$ cat src/sv/owsrc_pkg.sv
// Shared definitions for the 1-Wire relay slave: transaction phases, command codes,
// relay read weights and the Maxim CRC8 byte step.
// No dependencies.
package owsrc_pkg;

  typedef enum logic [3:0] {
    PH_IDLE   = 4'd0,
    PH_ROMCMD = 4'd1,
    PH_SEARCH = 4'd2,
    PH_MATCH  = 4'd3,
    PH_FUNC   = 4'd4,
    PH_READ   = 4'd5,
    PH_WRITE  = 4'd6
  } phase_t;

  localparam logic [7:0] CMD_SEARCH = 8'hF0;
  localparam logic [7:0] CMD_MATCH  = 8'h55;
  localparam logic [7:0] CMD_READ   = 8'hA0;
  localparam logic [7:0] CMD_WRITE  = 8'hB0;

  localparam int unsigned ROM_SERIAL_W = 56;
  localparam int unsigned RELAY_COUNT  = 4;
  localparam logic [ROM_SERIAL_W-1:0] ROM_SERIAL_RESET = 56'h01_0100_0000_00F1;

  // Reflected Maxim polynomial.
  localparam logic [7:0] CRC8_POLY = 8'h8C;

  // Byte sent in a read for an energized relay; zero when it is off.
  function automatic logic [7:0] relay_weight(input logic [1:0] idx);
    logic [7:0] w;
    unique case (idx)
      2'd0: w = 8'h08;
      2'd1: w = 8'h10;
      2'd2: w = 8'h01;
      2'd3: w = 8'h04;
      default: w = 8'h00;
    endcase
    return w;
  endfunction

  // One data byte through the CRC8, LSB first.
  function automatic logic [7:0] crc8_step(input logic [7:0] crc, input logic [7:0] data);
    logic [7:0] c;
    logic [7:0] d;
    logic       fb;
    c = crc;
    d = data;
    for (int n = 0; n < 8; n++) begin
      fb = c[0] ^ d[0];
      c  = {1'b0, c[7:1]};
      if (fb) begin
        c = c ^ CRC8_POLY;
      end
      d = {1'b0, d[7:1]};
    end
    return c;
  endfunction

endpackage

$ cat src/sv/onewire_slave_relay_controller.sv
// 1-Wire slave relay controller: slot-level protocol engine, ROM CRC unit and relay bank.
// Depends on owsrc_pkg.
//
// This block is the protocol side of a 1-Wire slave that drives four relays. Each transfer
// on the input channel is one bus event already timed by the bus front end: mode low means
// a reset pulse was seen, mode high means one bit time slot, with line_sample giving the bus
// level mid-slot. Every input transfer yields exactly one output transfer: hold_low tells
// the front end to pull the line low in this slot (presence pulse after a reset, or a
// written zero), relay_outputs is the relay state after the event, and active is high
// while a transaction is still open. The slave supports Search ROM, Match ROM followed by
// the Read (0xA0) and Write (0xB0) function commands; Write only updates the relays when
// the trailing CRC8 matches. Timing: an event is registered at the input, decoded in
// combinational logic and registered at the output, and one event is accepted every
// clock while the output side keeps up. Writing rom_serial starts a CRC8 calculation
// for ROM byte 7, one byte per cycle; the input channel is stalled until it completes
// after reset and after each register write, so a new serial applies to the very next
// event, even in the middle of a bus transaction. Write the register only while no
// transfer is in flight.
module onewire_slave_relay_controller (
  input  logic                                 clk,
  input  logic                                 rst,
  // Configuration write port.
  input  logic                                 cfg_write,
  input  logic [owsrc_pkg::ROM_SERIAL_W-1:0]   cfg_data,
  // Bus event input channel.
  input  logic                                 in_valid,
  output logic                                 in_stall,
  input  logic                                 mode,
  input  logic                                 line_sample,
  // Result output channel.
  output logic                                 out_valid,
  input  logic                                 out_stall,
  output logic                                 hold_low,
  output logic [owsrc_pkg::RELAY_COUNT-1:0]    relay_outputs,
  output logic                                 active
);

  // ROM image and its CRC byte.
  logic [owsrc_pkg::ROM_SERIAL_W-1:0] rom_serial;
  logic [7:0]                         rom_crc;
  logic [2:0]                         crc_count;
  logic                               crc_ready;
  logic [63:0]                        rom_image;

  // Input register.
  logic s1_valid;
  logic s1_mode;
  logic s1_line;
  logic s1_advance;
  logic out_free;

  // Protocol state.
  owsrc_pkg::phase_t phase, phase_next;
  logic [1:0] search_substep, search_substep_next;
  logic [5:0] bit_index, bit_index_next;
  logic [3:0] byte_index, byte_index_next;
  logic [7:0] shift_byte, shift_byte_next;
  logic [7:0] crc_accum, crc_accum_next;
  logic [3:0] pending_relays, pending_relays_next;
  logic [3:0] relay_state, relay_state_next;

  // Shared decode terms.
  logic [7:0] rx_shift;
  logic [5:0] bit_inc;
  logic       byte_done;
  logic       rom_bit;
  logic [7:0] rom_byte_sel;
  logic [7:0] tx_byte;
  logic       tx_bit;
  logic       hold_next;

  // The ROM bytes 0..6 come from the register, byte 7 from the CRC unit.
  assign rom_image = {rom_crc, rom_serial};

  // The CRC of the seven ROM bytes is worked out one byte per cycle after reset and after
  // each register write. A count of seven means the CRC is complete.
  always_ff @(posedge clk) begin
    if (rst) begin
      rom_serial <= owsrc_pkg::ROM_SERIAL_RESET;
      rom_crc    <= 8'h00;
      crc_count  <= 3'd0;
    end else if (cfg_write) begin
      rom_serial <= cfg_data;
      rom_crc    <= 8'h00;
      crc_count  <= 3'd0;
    end else if (crc_count != 3'd7) begin
      rom_crc   <= owsrc_pkg::crc8_step(rom_crc, rom_image[{crc_count, 3'b000} +: 8]);
      crc_count <= crc_count + 3'd1;
    end
  end

  assign crc_ready = (crc_count == 3'd7);

  // The output register can take a new result when it is empty or being emptied. No event
  // is taken in while the ROM CRC is still being worked out.
  assign out_free   = !out_valid || !out_stall;
  assign s1_advance = s1_valid && out_free;
  assign in_stall   = (s1_valid && !out_free) || !crc_ready;

  always_ff @(posedge clk) begin
    if (rst) begin
      s1_valid <= 1'b0;
    end else if (in_valid && !in_stall) begin
      s1_valid <= 1'b1;
    end else if (s1_advance) begin
      s1_valid <= 1'b0;
    end
  end

  always_ff @(posedge clk) begin
    if (in_valid && !in_stall) begin
      s1_mode <= mode;
      s1_line <= line_sample;
    end
  end

  // Terms shared by the next-state and output logic. A received bit shifts in from the
  // top, LSB first; a byte is complete on the eighth bit.
  assign rx_shift     = {s1_line, shift_byte[7:1]};
  assign bit_inc      = bit_index + 6'd1;
  assign byte_done    = (bit_inc >= 6'd8);
  assign rom_bit      = rom_image[bit_index];
  assign rom_byte_sel = rom_image[{byte_index[2:0], 3'b000} +: 8];
  assign tx_byte      = (byte_index < 4'd4)
                        ? (relay_state[byte_index[1:0]]
                           ? owsrc_pkg::relay_weight(byte_index[1:0]) : 8'h00)
                        : crc_accum;
  assign tx_bit       = tx_byte[bit_index[2:0]];

  // Next-state logic for one event.
  always_comb begin
    phase_next          = phase;
    search_substep_next = search_substep;
    bit_index_next      = bit_index;
    byte_index_next     = byte_index;
    shift_byte_next     = shift_byte;
    crc_accum_next      = crc_accum;
    pending_relays_next = pending_relays;
    relay_state_next    = relay_state;

    if (!s1_mode) begin
      // A bus reset aborts anything in progress and opens a new ROM command.
      phase_next          = owsrc_pkg::PH_ROMCMD;
      search_substep_next = 2'd0;
      bit_index_next      = 6'd0;
      byte_index_next     = 4'd0;
      shift_byte_next     = 8'h00;
    end else begin
      unique case (phase)
        owsrc_pkg::PH_ROMCMD: begin
          shift_byte_next = rx_shift;
          bit_index_next  = byte_done ? 6'd0 : bit_inc;
          if (byte_done) begin
            if (rx_shift == owsrc_pkg::CMD_SEARCH) begin
              phase_next          = owsrc_pkg::PH_SEARCH;
              search_substep_next = 2'd0;
            end else if (rx_shift == owsrc_pkg::CMD_MATCH) begin
              phase_next      = owsrc_pkg::PH_MATCH;
              byte_index_next = 4'd0;
            end else begin
              phase_next          = owsrc_pkg::PH_IDLE;
              search_substep_next = 2'd0;
              byte_index_next     = 4'd0;
            end
          end
        end
        owsrc_pkg::PH_SEARCH: begin
          // Write the bit, write its complement, then read the master's choice.
          if (search_substep == 2'd0) begin
            search_substep_next = 2'd1;
          end else if (search_substep == 2'd1) begin
            search_substep_next = 2'd2;
          end else if ((s1_line != rom_bit) || (bit_index == 6'd63)) begin
            phase_next          = owsrc_pkg::PH_IDLE;
            search_substep_next = 2'd0;
            bit_index_next      = 6'd0;
            byte_index_next     = 4'd0;
          end else begin
            search_substep_next = 2'd0;
            bit_index_next      = bit_inc;
          end
        end
        owsrc_pkg::PH_MATCH: begin
          shift_byte_next = rx_shift;
          bit_index_next  = byte_done ? 6'd0 : bit_inc;
          if (byte_done) begin
            if (rx_shift != rom_byte_sel) begin
              phase_next          = owsrc_pkg::PH_IDLE;
              search_substep_next = 2'd0;
              byte_index_next     = 4'd0;
            end else if (byte_index >= 4'd7) begin
              phase_next      = owsrc_pkg::PH_FUNC;
              byte_index_next = 4'd0;
            end else begin
              byte_index_next = byte_index + 4'd1;
            end
          end
        end
        owsrc_pkg::PH_FUNC: begin
          shift_byte_next = rx_shift;
          bit_index_next  = byte_done ? 6'd0 : bit_inc;
          if (byte_done) begin
            byte_index_next = 4'd0;
            crc_accum_next  = 8'h00;
            if (rx_shift == owsrc_pkg::CMD_READ) begin
              phase_next = owsrc_pkg::PH_READ;
            end else if (rx_shift == owsrc_pkg::CMD_WRITE) begin
              phase_next          = owsrc_pkg::PH_WRITE;
              pending_relays_next = 4'h0;
            end else begin
              phase_next          = owsrc_pkg::PH_IDLE;
              search_substep_next = 2'd0;
            end
          end
        end
        owsrc_pkg::PH_READ: begin
          bit_index_next = byte_done ? 6'd0 : bit_inc;
          if (byte_done) begin
            if (byte_index < 4'd4) begin
              crc_accum_next  = owsrc_pkg::crc8_step(crc_accum, tx_byte);
              byte_index_next = byte_index + 4'd1;
            end else begin
              phase_next          = owsrc_pkg::PH_IDLE;
              search_substep_next = 2'd0;
              byte_index_next     = 4'd0;
            end
          end
        end
        owsrc_pkg::PH_WRITE: begin
          shift_byte_next = rx_shift;
          bit_index_next  = byte_done ? 6'd0 : bit_inc;
          if (byte_done) begin
            if (byte_index < 4'd4) begin
              if (rx_shift != 8'h00) begin
                pending_relays_next = pending_relays | (4'b0001 << byte_index[1:0]);
              end
              crc_accum_next  = owsrc_pkg::crc8_step(crc_accum, rx_shift);
              byte_index_next = byte_index + 4'd1;
            end else begin
              // The relays only take the new value when the CRC byte agrees.
              if (rx_shift == crc_accum) begin
                relay_state_next = pending_relays;
              end
              phase_next          = owsrc_pkg::PH_IDLE;
              search_substep_next = 2'd0;
              byte_index_next     = 4'd0;
            end
          end
        end
        default: begin
          // Idle: slots are ignored until the next bus reset.
          phase_next          = owsrc_pkg::PH_IDLE;
          search_substep_next = 2'd0;
          bit_index_next      = 6'd0;
          byte_index_next     = 4'd0;
        end
      endcase
    end
  end

  // Line drive for this event. A written one leaves the line released.
  always_comb begin
    hold_next = 1'b0;
    if (!s1_mode) begin
      hold_next = 1'b1;
    end else begin
      unique case (phase)
        owsrc_pkg::PH_SEARCH: begin
          if (search_substep == 2'd0) begin
            hold_next = !rom_bit;
          end else if (search_substep == 2'd1) begin
            hold_next = rom_bit;
          end
        end
        owsrc_pkg::PH_READ: hold_next = !tx_bit;
        default:            hold_next = 1'b0;
      endcase
    end
  end

  // State advances once per event, as the event moves into the output register.
  always_ff @(posedge clk) begin
    if (rst) begin
      phase          <= owsrc_pkg::PH_IDLE;
      search_substep <= 2'd0;
      bit_index      <= 6'd0;
      byte_index     <= 4'd0;
      shift_byte     <= 8'h00;
      crc_accum      <= 8'h00;
      pending_relays <= 4'h0;
      relay_state    <= 4'h0;
    end else if (s1_advance) begin
      phase          <= phase_next;
      search_substep <= search_substep_next;
      bit_index      <= bit_index_next;
      byte_index     <= byte_index_next;
      shift_byte     <= shift_byte_next;
      crc_accum      <= crc_accum_next;
      pending_relays <= pending_relays_next;
      relay_state    <= relay_state_next;
    end
  end

  // Output register.
  always_ff @(posedge clk) begin
    if (rst) begin
      out_valid <= 1'b0;
    end else if (s1_advance) begin
      out_valid <= 1'b1;
    end else if (!out_stall) begin
      out_valid <= 1'b0;
    end
  end

  always_ff @(posedge clk) begin
    if (s1_advance) begin
      hold_low      <= hold_next;
      relay_outputs <= relay_state_next;
      active        <= (phase_next != owsrc_pkg::PH_IDLE);
    end
  end

  // The relays never change without an event being processed.
  a_relay_stable: assert property (@(posedge clk) disable iff (rst)
    !s1_advance |=> $stable(relay_state))
    else $error("relay state changed without an event");

  // A bus reset event always yields a presence pulse and an open transaction.
  a_reset_presence: assert property (@(posedge clk) disable iff (rst)
    (s1_advance && !s1_mode) |=> (out_valid && hold_low && active))
    else $error("bus reset not answered with presence");

  // Outside Search ROM the bit counter never leaves the current byte.
  a_bit_in_byte: assert property (@(posedge clk) disable iff (rst)
    (phase != owsrc_pkg::PH_SEARCH) |-> (bit_index < 6'd8))
    else $error("bit index out of range outside search");

  // Idle leaves all counters cleared.
  a_idle_clear: assert property (@(posedge clk) disable iff (rst)
    (phase == owsrc_pkg::PH_IDLE) |->
      (search_substep == 2'd0 && bit_index == 6'd0 && byte_index == 4'd0))
    else $error("counters not cleared while idle");

endmodule
$ cat config.mk
export PLATFORM = sky130hd
export DESIGN_NAME = onewire_slave_relay_controller
export DESIGN_NICKNAME = d
export VERILOG_FILES = /design/src/sv/owsrc_pkg.sv /design/src/sv/onewire_slave_relay_controller.sv
export SDC_FILE = /design/constraint.sdc
export NUM_CORES = 1
export LEC_CHECK = 0
export ABC_AREA = 1
export BUFFER_PORTS_ARGS = -buffer_cell sky130_fd_sc_hd__buf_2
export CORE_UTILIZATION = 60
export CTS_BUF_LIST = sky130_fd_sc_hd__clkbuf_8
export DETAILED_ROUTE_END_ITERATION = 10
export GPL_TIMING_DRIVEN = 0
export HOLD_SLACK_MARGIN = 0.03
export PLACE_DENSITY = 0.8
export RECOVER_POWER = 50
export SLEW_MARGIN = 20
export SYNTH_ARGS = -nofsm -noshare
export SYNTH_HDL_FRONTEND = slang
export SYNTH_SLANG_ARGS = --single-unit
$ cat constraint.sdc
create_clock -name clk -period 4.9 [get_ports clk]
set_clock_uncertainty 0.2 [all_clocks]
set_input_delay 0.735 -clock clk [delete_from_list [all_inputs] [get_ports clk]]
set_output_delay 0.735 -clock clk [all_outputs]
set_load 0.02 [all_outputs]
==> results.toml <==
[clocking]
hold_buffers = 0
cts_tree = "built"
clockRootBuffer = "clkbuf_8"
cts.htree.levels = 4
postCtsSetupRepairBufs = 0
clock_path_buffers = 2
clkTransAtPathRegs_ps = 70
numClockSinks = 116
numCtsBuffers = 17
cts_resized = 0
clk_latency_ps = 470

[timing]
period_needed_ps = 2880
rsz0062_at_grt = "false"
setup_ws_ps = 2020
fmax_mhz = 348
hold_violations = 0
slew_headroom_pct = 34.8
finalCritPeriodShare_pct = 58.7
worst-slew-pin-transition_ps = 978
tns_ps = 0
finalMaxSlewViolations = 0
setup_viol = 0

[worst_setup_path]
crit_path_end_kind = "flip-flop"
cp-start-kind = "flip-flop"
crit_fanout = 10
required_ps = 5030
arrival_ps = 3000
r2r_cells = 15
crit_type = "reg -> reg"

[cells_and_area]
layout.cells.non_filler = 1540
syn_to_final_growth_pct = 12.3
nNetsFinal = 1426
fillers = 1169
drive_above_1_share_pct = 10.6

[placement]
port-buffer-count = 69
hpwl_mm = 21.8
placedCellCount = 1507
routabilityCongestion = 1.05
dpl_worst_slack_ps = 1930

[logic_synthesis]
ys_seq_area_share_pct = 30.6
synth.area.top_cells = "dfxtp_1 28%, nand2_1 13%, nand3_1 10%, o21ai_0 8.4%, a21oi_1 7.4%"
synth-main-ff-cell = "dfxtp_1"
synth_top_family_by_area = "simple AND/OR/NAND/NOR gates"
yosys.area.top_type_share_pct = 27.5
synth.net_count = 1338
synthAdderAreaFrac_pct = 1.43
synth.avg_cell_area_um2 = 6.20
synthCells = 1266
async_flop_share_pct = 0
synth_seq_cells = 116
yosysMostFrequentCell = "nand2_1"
yosys.area_share.simple_pct = 32.4
yosys_warnings = 0
synth_common_cells = "280 x nand2_1, 159 x nand3_1, 132 x o21ai_0, 120 x inv_1"
ys_types = 44
syn_area_um2 = 7850
synth_compound_area_share_pct = 22.0
synth_edf_count = 8
synth_xor_area_share_pct = 3.00
synthMuxAreaShare_pct = 0
yosys.area.top_type = "dfxtp_1"

[hold_path]
hold_path_depth = 1
hp-class = "in -> reg"

[grt]
grt_start_max_net_pins = 17
grt_pass1_vias = 8364
grt_use_total_pct = 43.6
grt_overflow = 0
grt_antenna_before_repair = 1
grt_pass1_wl_mm = 44.0

[routing]
ant_nets = 0
viasPerCell = 6.08
vias = 9360
wl_per_cell_um = 18.5
first_pass_iters = 6
wl_mm = 28.5
drc = 0
drtIter0Drc = 1281

[floorplan]
core-area_um2 = 12700
rows = 41
die_w_um = 116
dieArea_um2 = 13600
die_y_um = 116
io_pins = 71
initial_core_util_pct = 62.0

[power_and_ir_drop]
power.leakage_nw = 3.95
powerDensity_nw_per_um2 = 280
vdd_ir_drop_max_mv = 0.219

[run_status]
status = "completed"

[run]
cap_violations = 0
## report_power, final
group	internal [mW]	switching, mW	total, mW
clock network	0.540	0.413	0.953
registers	0.999	0.0613	1.06
logic	0.150	0.307	0.457
## worst max-delay path, cell delays in order (launching register included)
cell	delay [ps]
dfxtp_1	370
buf_2	220
clkbuf_1	480
a21oi_1	150
nand3_1	180
nand3_1	110
nand3_1	80
nand3_1	120
nand2_1	110
nand2_1	60
nand2_1	90
nand3_1	160
nand2_1	200
nand2_1	80
nand2_1	70
nor2_1	50
## sequential cells by signal (all words and copies together), names as in the netlist, 2 cells and up
name / cells
bit_index: 6
byte_index: 4
crc_accum: 8
crc_count: 3
pending_relays: 4
phase: 4
relay_outputs: 4
relay_state: 4
rom_crc: 8
rom_serial: 56
search_substep: 2
shift_byte: 7
## layer usage
| metal | global-route usage, % | vias to the layer above | routed length, µm |
|---|---|---|---|
| met5 | 0 | - | 0 |
| met4 | 16.7 | 0 | 851 |
| li1 | - | 4409 | - |
| met1 | 58.8 | 4230 | 11900 |
| met3 | 14.3 | 93 | 3920 |
| met2 | 64.3 | 628 | 11900 |
## per-stage QoR
stage	hold WS (ps)	cell area (µm²)	power (mW)	util [%]
2_1_floorplan	231	7850	1.37	-
3_3_place_gp	238	8410	1.50	66.4
3_5_place_dp	244	8410	1.51	66.4
4_1_cts	239	8820	2.44	69.6
5_1_grt	236	8810	2.57	69.6
6_report	237	8820	2.47	69.6
## cells in the final DEF, fill, tap and decap left out, drive strengths merged, types with 6 or more instances in the layout
| cell type | n |
|---|---|
| a211oi | 9 |
| a21oi | 116 |
| buf | 93 |
| clkbuf | 60 |
| clkinv | 9 |
| dfxtp | 108 |
| edfxtp | 8 |
| ha | 9 |
| inv | 134 |
| nand2 | 282 |
| nand3 | 161 |
| nand4 | 9 |
| nor2 | 120 |
| nor3 | 8 |
| o211ai | 29 |
| o21ai | 146 |
| or2 | 6 |
| xnor2 | 13 |
| xor2 | 13 |
## cell families after synthesis
logic type,count (synthesis)
and+or+nand+nor,597
AOI/OAI and AO/OA,318
buffers and inverters,200
DFF,116
xor gates and xnor gates,26
adders and majority gates,9
## final timing paths
path	start	end	slack [ps]
hold reg to reg	pending_relays[1]	pending_relays[1]	250
setup reg to reg	bit_index[1]	byte_index[2]	2020
hold / removal	mode	s1_mode	240
setup / recovery	bit_index[1]	byte_index[2]	2020
## cell type report
cell class	count	area [µm²]	area share, %
diodes	1	2.50	0.0284
plain buffers	67	325	3.69
clock buffers	17	234	2.65
clock inverters	15	174	1.97
inverters	133	502	5.69
multi-input cells	950	4620	52.5
flip-flops and latches	116	2400	27.2
well taps	172	215	2.44
repair buffers	69	337	3.82
No activity file was read; power rests on OpenSTA's default activity.
